### src/rtl/qcw_pkg.sv
// shared types and constants of the quadtree coverage walker
package qcw_pkg;

    localparam int LEVEL_W   = 4;
    localparam int COORD_W   = 15;
    localparam int CODE_W    = 2;
    localparam int POS_W     = 2;
    // one stack word: saved position over saved base column over saved base row
    localparam int STACK_W   = POS_W + 2 * COORD_W;
    localparam int S_TDATA_W = 8;
    localparam int M_TDATA_W = 40;
    localparam int M_TUSER_W = 2;

    localparam logic [LEVEL_W-1:0] MAX_LEVEL_RST = 4'd12;

    // coverage codes
    typedef enum logic [CODE_W-1:0] {
        CODE_NONE    = 2'd0,
        CODE_PARTIAL = 2'd1,
        CODE_FULL    = 2'd2,
        CODE_SPARE   = 2'd3
    } code_t;

    localparam logic [POS_W-1:0] POS_LAST = 2'd3;

endpackage

### src/rtl/quadtree_coverage_walker.sv
// top level: depth-first quadtree coverage walker with a level stack in block memory
// result: registered; while an item closes levels, each parent entry that it reads back
//   passes the stack read register and ST_POP first (closing level 1 reads none)
// throughput: one item per cycle while no level closes and the result is not stalled
// reset: aresetn (synchronous, active low) returns the walk to level 1, position 0, base 0
//   and max_level to 12; the stack memory is not cleared, entries are written before read
module quadtree_coverage_walker
    import qcw_pkg::*;
#(
    parameter int STACK_DEPTH = 16
) (
    input  logic                  aclk,
    input  logic                  aresetn,
    // configuration write: max_level
    input  logic                  cfg_valid,
    output logic                  cfg_ready,
    input  logic [LEVEL_W-1:0]    cfg_data,
    // input stream
    input  logic                  s_tvalid,
    output logic                  s_tready,
    input  logic [S_TDATA_W-1:0]  s_tdata,   // [1:0] code, rest zero
    // result stream
    output logic                  m_tvalid,
    input  logic                  m_tready,
    output logic [M_TDATA_W-1:0]  m_tdata,   // [14:0] tile_column, [29:15] tile_row,
                                             // [33:30] tile_zoom, [34] next_is_leaf_bit
    output logic [M_TUSER_W-1:0]  m_tuser,   // [0] tile_valid, [1] code_error
    output logic                  m_tlast    // walk_done
);

    localparam int AW = (STACK_DEPTH > 1) ? $clog2(STACK_DEPTH) : 1;
    localparam logic [5:0] DEPTH_CMP = 6'(STACK_DEPTH);
    localparam logic [LEVEL_W-1:0] LEVEL_LIM =
        (STACK_DEPTH < 15) ? LEVEL_W'(STACK_DEPTH) : 4'd15;

    typedef enum logic [0:0] {
        ST_IDLE,
        ST_POP
    } state_t;

    function automatic logic in_stack(input logic [LEVEL_W-1:0] lvl);
        return {2'b00, lvl} < DEPTH_CMP;
    endfunction

    // control and walk state
    state_t              state_reg, state_next;
    logic [LEVEL_W-1:0]  max_level_reg;
    logic [LEVEL_W-1:0]  level_reg, level_next;
    logic [POS_W-1:0]    pos_reg, pos_next;
    logic [COORD_W-1:0]  base_col_reg, base_col_next;
    logic [COORD_W-1:0]  base_row_reg, base_row_next;
    logic                rd_oob_reg, rd_oob_next;

    // result register
    logic                m_tvalid_reg, m_tvalid_next;
    logic                tile_valid_reg, tile_valid_next;
    logic [COORD_W-1:0]  col_reg, col_next;
    logic [COORD_W-1:0]  row_reg, row_next;
    logic [LEVEL_W-1:0]  zoom_reg, zoom_next;
    logic                done_reg, done_next;
    logic                leaf_out_reg, leaf_out_next;
    logic                err_reg, err_next;

    // stack memory
    logic [STACK_W-1:0]  stack_mem [STACK_DEPTH];
    logic                wr_en, rd_en;
    logic [AW-1:0]       wr_addr, rd_addr;
    logic [STACK_W-1:0]  wr_data;
    logic [STACK_W-1:0]  rd_data_reg;

    logic [LEVEL_W-1:0]  emax;
    logic                s_xfer;
    code_t               code_in;
    logic                leaf;
    logic [COORD_W-1:0]  child_col, child_row;
    logic                want_pop;
    logic                finish;
    logic [LEVEL_W-1:0]  lvl_dec;

    assign cfg_ready = 1'b1;
    assign s_tready  = (state_reg == ST_IDLE) && (!m_tvalid_reg || m_tready);
    assign s_xfer    = s_tvalid && s_tready;
    assign code_in   = code_t'(s_tdata[CODE_W-1:0]);

    assign m_tvalid  = m_tvalid_reg;
    assign m_tdata   = {5'd0, leaf_out_reg, zoom_reg, row_reg, col_reg};
    assign m_tuser   = {err_reg, tile_valid_reg};
    assign m_tlast   = done_reg;

    // effective maximum level, limited to 1 .. min(15, stack depth)
    always_comb begin
        emax = max_level_reg;
        if (emax == '0) begin
            emax = 4'd1;
        end
        if (emax > LEVEL_LIM) begin
            emax = LEVEL_LIM;
        end
    end

    assign leaf      = level_reg >= emax;
    assign child_col = base_col_reg + COORD_W'(pos_reg[0]);
    assign child_row = base_row_reg + COORD_W'(pos_reg[1]);

    // walk sequencer
    always_comb begin
        state_next      = state_reg;
        level_next      = level_reg;
        pos_next        = pos_reg;
        base_col_next   = base_col_reg;
        base_row_next   = base_row_reg;
        rd_oob_next     = rd_oob_reg;
        m_tvalid_next   = m_tvalid_reg && !m_tready;
        tile_valid_next = tile_valid_reg;
        col_next        = col_reg;
        row_next        = row_reg;
        zoom_next       = zoom_reg;
        done_next       = done_reg;
        leaf_out_next   = leaf_out_reg;
        err_next        = err_reg;
        wr_en           = 1'b0;
        wr_addr         = AW'(level_reg);
        wr_data         = {pos_reg, base_col_reg, base_row_reg};
        rd_en           = 1'b0;
        lvl_dec         = level_reg - 4'd1;
        rd_addr         = AW'(lvl_dec);
        want_pop        = 1'b0;
        finish          = 1'b0;

        unique case (state_reg)
            ST_IDLE: begin
                if (s_xfer) begin
                    tile_valid_next = (code_in == CODE_FULL);
                    col_next        = (code_in == CODE_FULL) ? child_col : '0;
                    row_next        = (code_in == CODE_FULL) ? child_row : '0;
                    zoom_next       = (code_in == CODE_FULL) ? level_reg : '0;
                    err_next        = (code_in == CODE_PARTIAL) && leaf;
                    done_next       = 1'b0;
                    if (code_in == CODE_PARTIAL && !leaf) begin
                        // open the child level, saving this one
                        wr_en         = in_stack(level_reg);
                        level_next    = level_reg + 4'd1;
                        base_col_next = {child_col[COORD_W-2:0], 1'b0};
                        base_row_next = {child_row[COORD_W-2:0], 1'b0};
                        pos_next      = '0;
                        finish        = 1'b1;
                    end else if (pos_reg != POS_LAST) begin
                        pos_next = pos_reg + 2'd1;
                        finish   = 1'b1;
                    end else begin
                        want_pop = 1'b1;
                    end
                end
            end
            ST_POP: begin
                // parent entry read in the previous cycle
                if (rd_oob_reg) begin
                    base_col_next = '0;
                    base_row_next = '0;
                    pos_next      = 2'd1;
                    finish        = 1'b1;
                end else begin
                    base_col_next = rd_data_reg[2*COORD_W-1:COORD_W];
                    base_row_next = rd_data_reg[COORD_W-1:0];
                    if (rd_data_reg[STACK_W-1 -: POS_W] != POS_LAST) begin
                        pos_next = rd_data_reg[STACK_W-1 -: POS_W] + 2'd1;
                        finish   = 1'b1;
                    end else begin
                        want_pop = 1'b1;
                    end
                end
            end
            default: begin
                state_next = ST_IDLE;
            end
        endcase

        // close the current level: end of walk or read of the parent entry
        if (want_pop) begin
            if (lvl_dec == '0) begin
                done_next     = 1'b1;
                level_next    = 4'd1;
                pos_next      = '0;
                base_col_next = '0;
                base_row_next = '0;
                finish        = 1'b1;
            end else begin
                level_next  = lvl_dec;
                rd_en       = in_stack(lvl_dec);
                rd_oob_next = !in_stack(lvl_dec);
                state_next  = ST_POP;
            end
        end

        if (finish) begin
            state_next    = ST_IDLE;
            m_tvalid_next = 1'b1;
            leaf_out_next = level_next >= emax;
        end
    end

    // state and result registers
    always_ff @(posedge aclk) begin
        if (!aresetn) begin
            state_reg     <= ST_IDLE;
            max_level_reg <= MAX_LEVEL_RST;
            level_reg     <= 4'd1;
            pos_reg       <= '0;
            base_col_reg  <= '0;
            base_row_reg  <= '0;
            rd_oob_reg    <= 1'b0;
            m_tvalid_reg  <= 1'b0;
        end else begin
            state_reg    <= state_next;
            level_reg    <= level_next;
            pos_reg      <= pos_next;
            base_col_reg <= base_col_next;
            base_row_reg <= base_row_next;
            rd_oob_reg   <= rd_oob_next;
            m_tvalid_reg <= m_tvalid_next;
            if (cfg_valid) begin
                max_level_reg <= cfg_data;
            end
        end
        tile_valid_reg <= tile_valid_next;
        col_reg        <= col_next;
        row_reg        <= row_next;
        zoom_reg       <= zoom_next;
        done_reg       <= done_next;
        leaf_out_reg   <= leaf_out_next;
        err_reg        <= err_next;
    end

    // stack memory: a pop never reads an entry written in the same cycle
    always_ff @(posedge aclk) begin
        if (wr_en) begin
            stack_mem[wr_addr] <= wr_data;
        end
        if (rd_en) begin
            rd_data_reg <= stack_mem[rd_addr];
        end
    end

endmodule

### config.mk
export PLATFORM = sky130hd
export DESIGN_NAME = quadtree_coverage_walker
export DESIGN_NICKNAME = d
export VERILOG_FILES = /design/src/rtl/qcw_pkg.sv /design/src/rtl/quadtree_coverage_walker.sv
export SDC_FILE = /design/constraint.sdc
export NUM_CORES = 1
export LEC_CHECK = 0
export BUFFER_PORTS_ARGS = -buffer_cell sky130_fd_sc_hd__clkbuf_2
export CORE_MARGIN = 3
export CORE_UTILIZATION = 55
export CTS_CLUSTER_SIZE = 14
export DETAILED_ROUTE_END_ITERATION = 6
export GPL_TIMING_DRIVEN = 0
export PLACE_DENSITY_LB_ADDON = 0.3
export SLEW_MARGIN = 0
export SYNTH_ARGS = -nofsm -noshare
export SYNTH_HDL_FRONTEND = slang
export SYNTH_SLANG_ARGS = --single-unit
### constraint.sdc
create_clock -name aclk -period 3.45 [get_ports aclk]
set_input_delay 0.1725 -clock aclk [delete_from_list [all_inputs] [get_ports aclk]]
set_output_delay 0.1725 -clock aclk [all_outputs]
set_load 0.01 [all_outputs]
; After elaboration in Yosys (flattened, before gate mapping)
; Memories as Yosys holds them, arrays and structs flattened. A register that Yosys moved wholly into a read port is not among the register bits.
; Cells that the tools add are included.
[classes]
add_sub_neg = 6
mul = 0
n_div = 0
order_cmp = 3
eq_ne = 4
shift = 0
muxes = 48
bitwise_logic = 3
n_reduce_logical = 14
[ops]
columns = op, n
row1 = 2-to-1 mux 15 bit, 8
row2 = one-hot mux 15 bit (2 select lines), 2
row3 = adder 15 x 1 -> 15 bit, 2
row4 = 2-to-1 mux 4 bit, 7
row5 = 2-to-1 mux 1 bit, 22
row6 = 2-to-1 mux 2 bit, 6
row7 = >= comparator 4 bit, 2
row8 = zero test 4 bit, 2
row9 = logical AND 1 bit, 5
row10 = adder 2 x 1 -> 2 bit (second input constant), 2
row11 = adder 4 x 1 -> 4 bit (second input constant), 1
row12 = > comparator 4 bit (second input constant), 1
row13 = inequality test 2 bit (second input constant), 2
row14 = one-hot mux 1 bit (2 select lines), 2
row15 = one-hot mux 2 bit (2 select lines), 1
row16 = AND reduction 2 bit, 2
row17 = subtractor 4 x 1 -> 4 bit (second input constant), 1
row18 = zero test 1 bit, 3
row19 = inverter 1 bit, 3
row20 = equality test 2 x 1 -> 1 bit (second input constant), 1
row21 = equality test 2 bit (second input constant), 1
row22 = OR reduction 2 bit, 1
row23 = logical OR 1 bit, 1
[word_totals]
reg_bits = 80
latchBits = 0
mem_bits_rw = 512
rom_bits = 0
input_bits = 17
out_inout_bits = 46
elab_cells = 93
n_memories = 1
[mem_list]
columns = memory, depth, word_bits, read_ports, rd_clocked_by_memory_dff, write_ports, line_no
row1 = stack_mem, 16, 32, 1, 1, 1, quadtree_coverage_walker.sv:65  ; logic [STACK_W-1:0] stack_mem [STACK_DEPTH];

; Depth between registers and ports, before layout
; Gate-level depths: netlist of run 1.
[depth]
word_depth = 13
ltp_mapped = 16
ltp_nobuf = 14

; Worst setup path before layout of run 1
; No wires, ideal clock.
[synth_timing]
kind = register to register
from = reg level_reg[0]
to = mem stack_mem[0][0] in the netlist's numbering, enable pin
setup_ns = 0.392
arrival_time_ns = 3.278
required_ns = 3.058
path_slack_ns = -0.220
path_stages_with_launch = 11
path_buffers = 3
synth_period_minus_slack_ns = 3.670
cell_sequence = dfxtp_1 buf_2 buf_1 inv_1 ha_1 nor3b_1 o21a_1 nand3_4 buf_6 nor3_1 and2_1
[synth_via]
elab_chain_len = 8
[synth_lines]
columns = item, line_no
row1 = start: declaration, quadtree_coverage_walker.sv:48  ; logic [LEVEL_W-1:0] level_reg, level_next;
row2 = start signal: assignment, quadtree_coverage_walker.sv:215  ; level_reg <= level_next;
row3 = >= comparator 4 bit, quadtree_coverage_walker.sv:101  ; assign leaf = level_reg >= emax;
row4 = zero test 1 bit, quadtree_coverage_walker.sv:139  ; if (code_in == CODE_PARTIAL && !leaf) begin
row5 = logical AND 1 bit, quadtree_coverage_walker.sv:139
row6 = 2-to-1 mux 1 bit, quadtree_coverage_walker.sv:139
row7 = 2-to-1 mux 1 bit, quadtree_coverage_walker.sv:132  ; if (s_xfer) begin
row8 = 2-to-1 mux 1 bit, quadtree_coverage_walker.sv:130  ; unique case (state_reg)
row9 = 2-to-1 mux 1 bit, quadtree_coverage_walker.sv:236  ; if (wr_en) begin
row10 = 2-to-1 mux 1 bit (not written as such), quadtree_coverage_walker.sv:237  ; stack_mem[wr_addr] <= wr_data;
row11 = end: declaration, quadtree_coverage_walker.sv:65
; Parallel ways exist; a longest one is shown, timed or not.

; Worst setup path after layout of run 1
[layout_timing]
from = reg max_level_reg[2]
to = mem stack_mem[1][7] in the netlist's numbering, enable pin
[layout_via]
elab_chain_len = 12
[layout_lines]
columns = item, line_no
row1 = start: declaration, quadtree_coverage_walker.sv:47  ; logic [LEVEL_W-1:0] max_level_reg;
row2 = start signal: assignment, quadtree_coverage_walker.sv:222  ; max_level_reg <= cfg_data;
row3 = zero test 4 bit, quadtree_coverage_walker.sv:93  ; if (emax == '0) begin
row4 = 2-to-1 mux 4 bit (*), quadtree_coverage_walker.sv:93
row5 = > comparator 4 bit, quadtree_coverage_walker.sv:96  ; if (emax > LEVEL_LIM) begin
row6 = 2-to-1 mux 4 bit (*), quadtree_coverage_walker.sv:96
row7 = >= comparator 4 bit (*), quadtree_coverage_walker.sv:101
row8 = zero test 1 bit (*), quadtree_coverage_walker.sv:139
row9 = logical AND 1 bit (*), quadtree_coverage_walker.sv:139
row10 = 2-to-1 mux 1 bit (*), quadtree_coverage_walker.sv:139
row11 = 2-to-1 mux 1 bit (*), quadtree_coverage_walker.sv:132
row12 = 2-to-1 mux 1 bit (*), quadtree_coverage_walker.sv:130
row13 = 2-to-1 mux 1 bit (*), quadtree_coverage_walker.sv:236
row14 = 2-to-1 mux 1 bit (not written as such) (*), quadtree_coverage_walker.sv:237
; Mark *: on every way between the ends. The rest lies on a longest branch, timed or not.

==> impl_metrics.toml, run 1 <==
[critical_path]
arrival_ns = 3.59
required_ns = 3.72
worstSetupEndpointType = "flop"
start_kind = "flop"
critical_path_class = "flop to flop"
path_max_fanout = 16

[timing]
final-setup-viol-count = 0
hold_viol = 0
finalMaxSlewViolations = 0
period_needed_ns = 3.32
period_share_pct = 96.2
worst_slew_pin_slew_ns = 1.07
grt_setup_unrepaired = "false"
slew_headroom_pct = 28.9
fmax_mhz = 301
skew_ns = 0.0195
worst_slack_ns = 0.130
setup_tns_ns = 0

[yosys]
ys.flop_type = "edfxtp_1"
seq_area_frac_synth_pct = 74.6
yosys_warnings = 0
synthMuxAreaShare_pct = 15.3
synth.distinct_cells = 60
async_flop_share_pct = 0
yosys.area_share.adder_pct = 0.969
ys_ff_latch = 624
synth_compound_area_share_pct = 2.54
synth_xor_area_share_pct = 1.07
synth_top_family_by_area = "multiplexers"
syn_inst = 1182
synthSimpleGateAreaFrac_pct = 3.61
syn_avg_cell_area_um2 = 20.8
synth-edff-count = 581
syn_area_um2 = 24500

[clocking]
cts_inserted_buffers = 61
clock_path_buffers = 3
cts_tree = "done"
clock-root-buffer = "clkbuf_16"
htreeDepth = 2
clk_pin_slew_ns = 0.06
worstSkewPairLatency_ns = 0.63
cts_sinks = 624

[finish]
drive_above_1_share_pct = 30.9
syn2layout_area_growth_pct = 13.6
fin_util_pct = 64.0
final_cell_mix = "edfxtp_1 (581), mux4_2 (160), clkbuf_16 (63), clkbuf_2 (58), dfxtp_1 (40)"
diodes = 0
largest_reg_flops = 512
num-nets-final = 1360
layout_commonest_cell = "edfxtp_1"

[global_route]
grt_overflow = 0
grt_pass1_wl_mm = 84.5
antenna_found_initial = 0
grt_pass1_vias = 12500
track_usage_pct = 25.1
grt_max_degree = 41

[run]
drv_cap = 0

[floorplanning]
die_y_um = 217
row_count = 76
start_util_pct = 56.3
dieArea_um2 = 47200
core_area_um2 = 43600
die_w_um = 217
io-pin-count = 63

[drt]
wl_per_cell_um = 29.6
drt-met1-wl_mm = 23.3
routed-wl-met2_mm = 27.7
num_vias = 12500
via_per_inst = 6.36
drc = 0
route.met3.wl_mm = 4.98
wl_mm = 58.0
drt_iter0_markers = 1445
top_layer = "met4"
drtAntennaViolNets = 0
firstDrtPassIters = 5

[run_status]
status = "completed"

[pwr]
fin_total_pwr_mw = 15.8
switching_power_mw = 3.32
swShare_pct = 21.1
p_int_mw = 12.4
p_seq_share_pct = 53.1
ir_drop_uv = 403
power_frac_comb_pct = 5.2
power_density_nw_per_um2 = 566
pwr-share-clk_pct = 41.6
leakage_nw = 9.43

[placement]
hpwl_mm = 31.9
gp_congestion = 0.873
place_ws_ns = -0.893
io_buffer_count = 48

[worst_hold_path]
hp-class = "primary input to flop"
cell type report:
| class | count | area (µm²) |
|---|---|---|
| buffer | 67 | 430 |
| clock buffer | 76 | 1630 |
| clock inverter | 37 | 342 |
| fill | 2973 | 15700 |
| inverter | 19 | 82.6 |
| multi-input combinational | 479 | 5890 |
| sequential | 624 | 18300 |
| tap | 585 | 732 |
| timing repair buffer | 72 | 448 |
repair_timing:
item,CTS,global route
endpoints found under the setup margin,555,384
endpoints found under the hold margin,5,0
setup buffers,8,5
gates cloned,4,0
hold buffers,11,0
gates resized for setup,49,10
pin swaps,6,1
routing by layer:
layer | track usage [%] | vias up
met5 | 0 | -
met4 | 9.76 | 0
met3 | 5.15 | 131
met2 | 39.2 | 634
met1 | 35.7 | 6560
li1 | - | 5136
power groups by stage:
| stage | combinational [mW] | clock (mW) | sequential, mW |
|---|---|---|---|
| final | 0.827 | 6.56 | 8.37 |
| after global routing | 0.873 | 6.94 | 8.38 |
| after CTS | 0.821 | 6.63 | 8.37 |
| after detailed placement | 0.785 | 0 | 8.53 |
| after global placement | 0.777 | 0 | 8.52 |
| after floorplan | 0.531 | 0 | 8.51 |
synth_stat cells, types with 3 or more instances:
cell type	number	area, µm²
nor2b_1	3	18.8
nand2_1	33	124
buf_2	17	85.1
dfxtp_1	43	861
nand2b_1	7	43.8
a31oi_1	8	50.1
nand3_1	24	120
or3_1	3	18.8
ha_1	19	238
a211oi_2	12	150
o22ai_1	11	68.8
nor4_1	5	31.3
o211ai_1	4	30.0
o21ai_0	6	30.0
mux2_2	4	45.0
inv_1	17	63.8
nand4_1	7	43.8
and3_1	9	56.3
edfxtp_1	581	17400
buf_6	10	113
a21oi_1	15	75.1
buf_4	11	82.6
xnor2_1	17	149
nor3_1	8	40.0
and2_1	22	138
mux4_2	160	3600
clkbuf_1	28	105
mux2i_1	8	80.1
nor2_1	39	146
xor2_1	11	96.3
cells by family (layout without fill, tap and decap cells):
logic type,after synthesis,after routing
adder cells (fa/ha/maj),19,19
AND/OR/NAND/NOR,170,174
buffers and inverters,87,271
other,2,6
AO/OA/AOI/OAI,78,78
XOR/XNOR,29,29
multiplexers,173,173
flip-flops,624,624
path summary, 6_finish.rpt:
kind | slack, ns | to | depth (start not counted) | start
setup / recovery | 0.13 | stack_mem[1][7] | 10 | max_level_reg[2]
hold / removal | 0.06 | m_tvalid | 2 | aresetn
setup reg to reg | 0.13 | stack_mem[1][7] | 10 | max_level_reg[2]
hold reg to reg | 0.51 | base_row_reg[8] | 2 | rd_data_reg[8]
worst max-delay path: stages (launching register included):
cell and delay [ns]:
dfxtp_2 0.36, inv_1 0.10, a31o_2 0.27, ha_1 0.29, nor3b_2 0.24, o21a_2 0.20
nand3_4 0.14, buf_8 0.19, buf_4 0.16, nor3_2 0.46, and2_4 0.55
per-stage QoR:
step | area (µm²) | hold slack (ns) | std cells
6_report | 27900 | 0.0621 | 1959
5_1_grt | 27900 | 0.0668 | 1959
4_1_cts | 27800 | 0.00605 | 1955
3_5_place_dp | 25500 | 0.400 | 1819
3_3_place_gp | 25500 | 0.386 | 1819
2_1_floorplan | 24600 | 0.299 | 1186
Power figures use the tool's default switching activity.
==> inputs of run 2 (changes only) <==
CTS_CLUSTER_SIZE = unset   (was 14)
GPL_TIMING_DRIVEN = unset   (was 0)
SKIP_CTS_REPAIR_TIMING = 1   (was unset)
==> impl_metrics.toml, run 2 (same netlist as run 1, synthesis figures left out) <==
[placement]
io_buffer_count = 50
hpwl_mm = 30.3
gp_congestion = 0.777

[timing]
fmax_mhz = 308
worst_slew_pin_slew_ns = 1.11
period_share_pct = 94.0
skew_ns = 0.0259
finalMaxSlewViolations = 0
final-setup-viol-count = 0
setup_tns_ns = 0
grt_setup_unrepaired = "false"
period_needed_ns = 3.24
hold_viol = 0
slew_headroom_pct = 25.9

[drt]
wl_mm = 54.4
wl_per_cell_um = 28.0
via_per_inst = 6.29
firstDrtPassIters = 5
drtAntennaViolNets = 0
drc = 0
drt_iter0_markers = 1380
num_vias = 12200

[finish]
layout_commonest_cell = "edfxtp_1"
largest_reg_flops = 512
final_cell_mix = "edfxtp_1 (581), mux4_2 (160), clkbuf_16 (60), clkbuf_2 (50), buf_4 (47)"
diodes = 0
num-nets-final = 1344
syn2layout_area_growth_pct = 14.5
fin_util_pct = 64.5
drive_above_1_share_pct = 31.4

[clocking]
cts_tree = "done"
cts_sinks = 624
clock_path_buffers = 3
worstSkewPairLatency_ns = 0.62
clk_pin_slew_ns = 0.06
clock-root-buffer = "clkbuf_16"
htreeDepth = 2
cts_inserted_buffers = 60

[global_route]
track_usage_pct = 23.8
grt_max_degree = 116
grt_overflow = 0
antenna_found_initial = 0
grt_pass1_vias = 12700
grt_pass1_wl_mm = 81.6

[critical_path]
required_ns = 3.73
path_max_fanout = 28
critical_path_class = "flop to flop"
start_kind = "flop"
arrival_ns = 3.52
worstSetupEndpointType = "flop"

[pwr]
power_density_nw_per_um2 = 562
fin_total_pwr_mw = 15.8
ir_drop_uv = 443
leakage_nw = 9.56

[floorplanning]
io-pin-count = 63
core_area_um2 = 43600
die_w_um = 217
die_y_um = 217
row_count = 76
dieArea_um2 = 47200
start_util_pct = 56.3

[worst_hold_path]
hp-class = "primary input to flop"

[run]
drv_cap = 0

[run_status]
status = "completed"
==> run 2: final timing paths <==
kind,start,to,slack (ns),cells after the start
max,max_level_reg[2],stack_mem[6][14],0.21,10
min,s_tvalid,level_reg[3],0.19,6
max reg2reg,max_level_reg[2],stack_mem[6][14],0.21,10
min reg2reg,m_tlast,m_tlast,0.49,2
==> run 2: cell type report <==
class                      count  area [µm²]
clock buffer                  77        1650
timing repair buffer         128        1100
tap                          585         732
fill                        2901       15500
inverter                      19        73.8
clock inverter                35         387
multi-input combinational    475        5840
sequential                   624       18300
==> run 2: report_power, final <==
part           switching, mW  internal [mW]
Combinational          0.415          0.368
Clock                   2.76           3.90
Sequential            0.0623           8.29
Total                   3.24           12.6
==> run 2: worst max-delay path, stage by stage (launching register included) <==
cell	delay, ns
dfxtp_1	0.35
inv_1	0.08
a31o_2	0.26
ha_1	0.27
nor3b_1	0.32
o21a_1	0.30
nand3_4	0.13
buf_4	0.27
nor3b_2	0.30
and2_2	0.31
buf_12	0.29
==> run 2: metal layers <==
metal | up-vias | global-route usage (%) | part of all wire, %
li1 | 5106 | - | -
met1 | 6400 | 33.7 | 39
met2 | 586 | 38.0 | 49
met3 | 127 | 4.29 | 8.5
met4 | 0 | 8.78 | 3.6
met5 | - | 0 | 0
==> run 2: per-stage QoR <==
step / hold WS (ns) / instances / setup WS, ns / instance area (µm²)
CTS: -0.242 / 1931 / 0.232 / 28000
global placement: 0.390 / 1819 / 0.331 / 25900
global route: 0.202 / 1943 / 0.0131 / 28100
finish: 0.187 / 1943 / 0.206 / 28100
detailed placement: 0.403 / 1819 / 0.257 / 25900
floorplan: 0.299 / 1186 / 0.148 / 24600
==> inputs of run 3 (changes only) <==
CORE_UTILIZATION = 45   (was 55)
==> impl_metrics.toml, run 3 (same netlist as run 1, synthesis figures left out) <==
[run]
drv_cap = 0

[critical_path]
worstSetupEndpointType = "flop"
critical_path_class = "flop to flop"
start_kind = "flop"
path_max_fanout = 13
arrival_ns = 3.47
r2r-end = "leaf_out_reg"
r2r_cells = 14
reg2reg_setup_slack_ns = 0.32
required_ns = 3.79
r2r-start = "max_level_reg[2]"

[clocking]
cts_sinks = 624
htreeDepth = 3
clock_path_buffers = 3
worstSkewPairLatency_ns = 0.58
cts_inserted_buffers = 66
clock-root-buffer = "clkbuf_16"
clk_pin_slew_ns = 0.06
cts_tree = "done"

[timing]
skew_ns = 0.0213
grt_setup_unrepaired = "false"
setup_tns_ns = 0
worst_slew_pin_slew_ns = 0.932
hold_ws_ns = -0.0379
final-setup-viol-count = 0
slew_headroom_pct = 37.9
period_needed_ns = 3.13
period_share_pct = 90.9
finalMaxSlewViolations = 0
hold_viol = 2
fmax_mhz = 319

[run_status]
status = "complete, but fails checks"
violations = "hold timing"

[placement]
gp_congestion = 0.803
post_dp_cell_area_um2 = 26100
place_inst = 1937
hpwl_mm = 31.8
io_buffer_count = 50

[drt]
drt-met1-wl_mm = 23.8
drtAntennaViolNets = 0
drc = 0
route.met3.wl_mm = 3.55
drt_iter0_markers = 1120
top_layer = "met4"
via_per_inst = 5.89
firstDrtPassIters = 5
wl_mm = 55.3
routed-wl-met2_mm = 26.7
wl_per_cell_um = 26.8
num_vias = 12200

[finish]
layout_commonest_cell = "edfxtp_1"
num-nets-final = 1363
layoutNonFillerInstCount = 2067
final_cell_mix = "edfxtp_1 (581), mux4_2 (160), clkbuf_16 (69), buf_4 (66), clkbuf_2 (50)"
largest_reg_flops = 512
diodes = 0
postLayoutCellArea_um2 = 28400
drive_above_1_share_pct = 32.3
syn2layout_area_growth_pct = 15.7

[pwr]
fin_total_pwr_mw = 16.1
power_density_nw_per_um2 = 568
ir_drop_uv = 342
leakage_nw = 9.66

[global_route]
antenna_found_initial = 1
track_usage_pct = 19.7
grt_overflow = 0
grt_max_degree = 45
grt_pass1_vias = 12400
grt_pass1_wl_mm = 81.8

[floorplanning]
die_y_um = 239
core_area_um2 = 53300
start_util_pct = 46.0
row_count = 84
die_w_um = 239
dieArea_um2 = 57400
io-pin-count = 63

[worst_hold_path]
holdPathStages = 3
hp-class = "primary input to flop"
min_to = "max_level_reg[0]"
worstHoldStart = "cfg_valid"
## run 3: changes by cell type in the layout (fill, tap and decap cells not counted), moves of 4 or more
cell | previous run | this run
clkinv_2 | 17 | 12
buf_12 | 19 | 15
clkbuf_1 | 9 | 14
clkbuf_16 | 60 | 69
buf_4 | 47 | 66
## run 3: cell type report
class	count	area, µm²
fillers	4023	24900
flip-flops and latches	624	18300
multi-input cells	475	5840
clock buffers	91	1890
repair buffers	141	1150
well taps	688	861
clock inverters	29	272
inverters	19	73.8
## run 3: worst max-delay path, cell delays in order, from the launching register on
cell      delay (ns)
dfxtp_1         0.34
inv_1           0.07
a31o_2          0.27
ha_1            0.27
nor3b_1         0.31
o21a_1          0.27
nand3_4         0.10
buf_4           0.22
a31oi_1         0.21
ha_1            0.25
nand2b_1        0.14
a21oi_1         0.16
nor2b_1         0.06
o21ai_0         0.14
nand2b_1        0.07
## run 3: per-layer routing
| layer | vias to the layer above | track usage (%) |
|---|---|---|
| li1 | 5142 | - |
| met1 | 6495 | 28.3 |
| met2 | 452 | 31.3 |
| met3 | 80 | 3.19 |
| met4 | 0 | 6.08 |
| met5 | - | 0 |
## run 3: worst max-delay path by stage
stage | to | from
after detailed placement | leaf_out_reg | max_level_reg[2]
after CTS | leaf_out_reg | max_level_reg[2]
after global routing | leaf_out_reg | max_level_reg[2]
final | leaf_out_reg | max_level_reg[2]
after global placement | leaf_out_reg | max_level_reg[2]
after floorplan | leaf_out_reg | level_reg[0]
## run 3: metrics by stage
stage | utilization (%) | setup WS [ns] | hold WS [ns]
2_1_floorplan | - | 0.148 | 0.299
3_3_place_gp | 49.0 | 0.310 | 0.390
3_5_place_dp | 49.0 | 0.335 | 0.410
4_1_cts | 53.1 | 0.327 | -0.202
5_1_grt | 53.3 | 0.102 | 0.00452
6_report | 53.3 | 0.315 | -0.0379
## run 3: power by group
group | switching (mW) | leakage, nW | internal, mW
clock network | 2.85 | 1.05 | 4.15
registers | 0.0597 | 5.93 | 8.29
logic | 0.425 | 2.68 | 0.365
total | 3.33 | 9.66 | 12.8
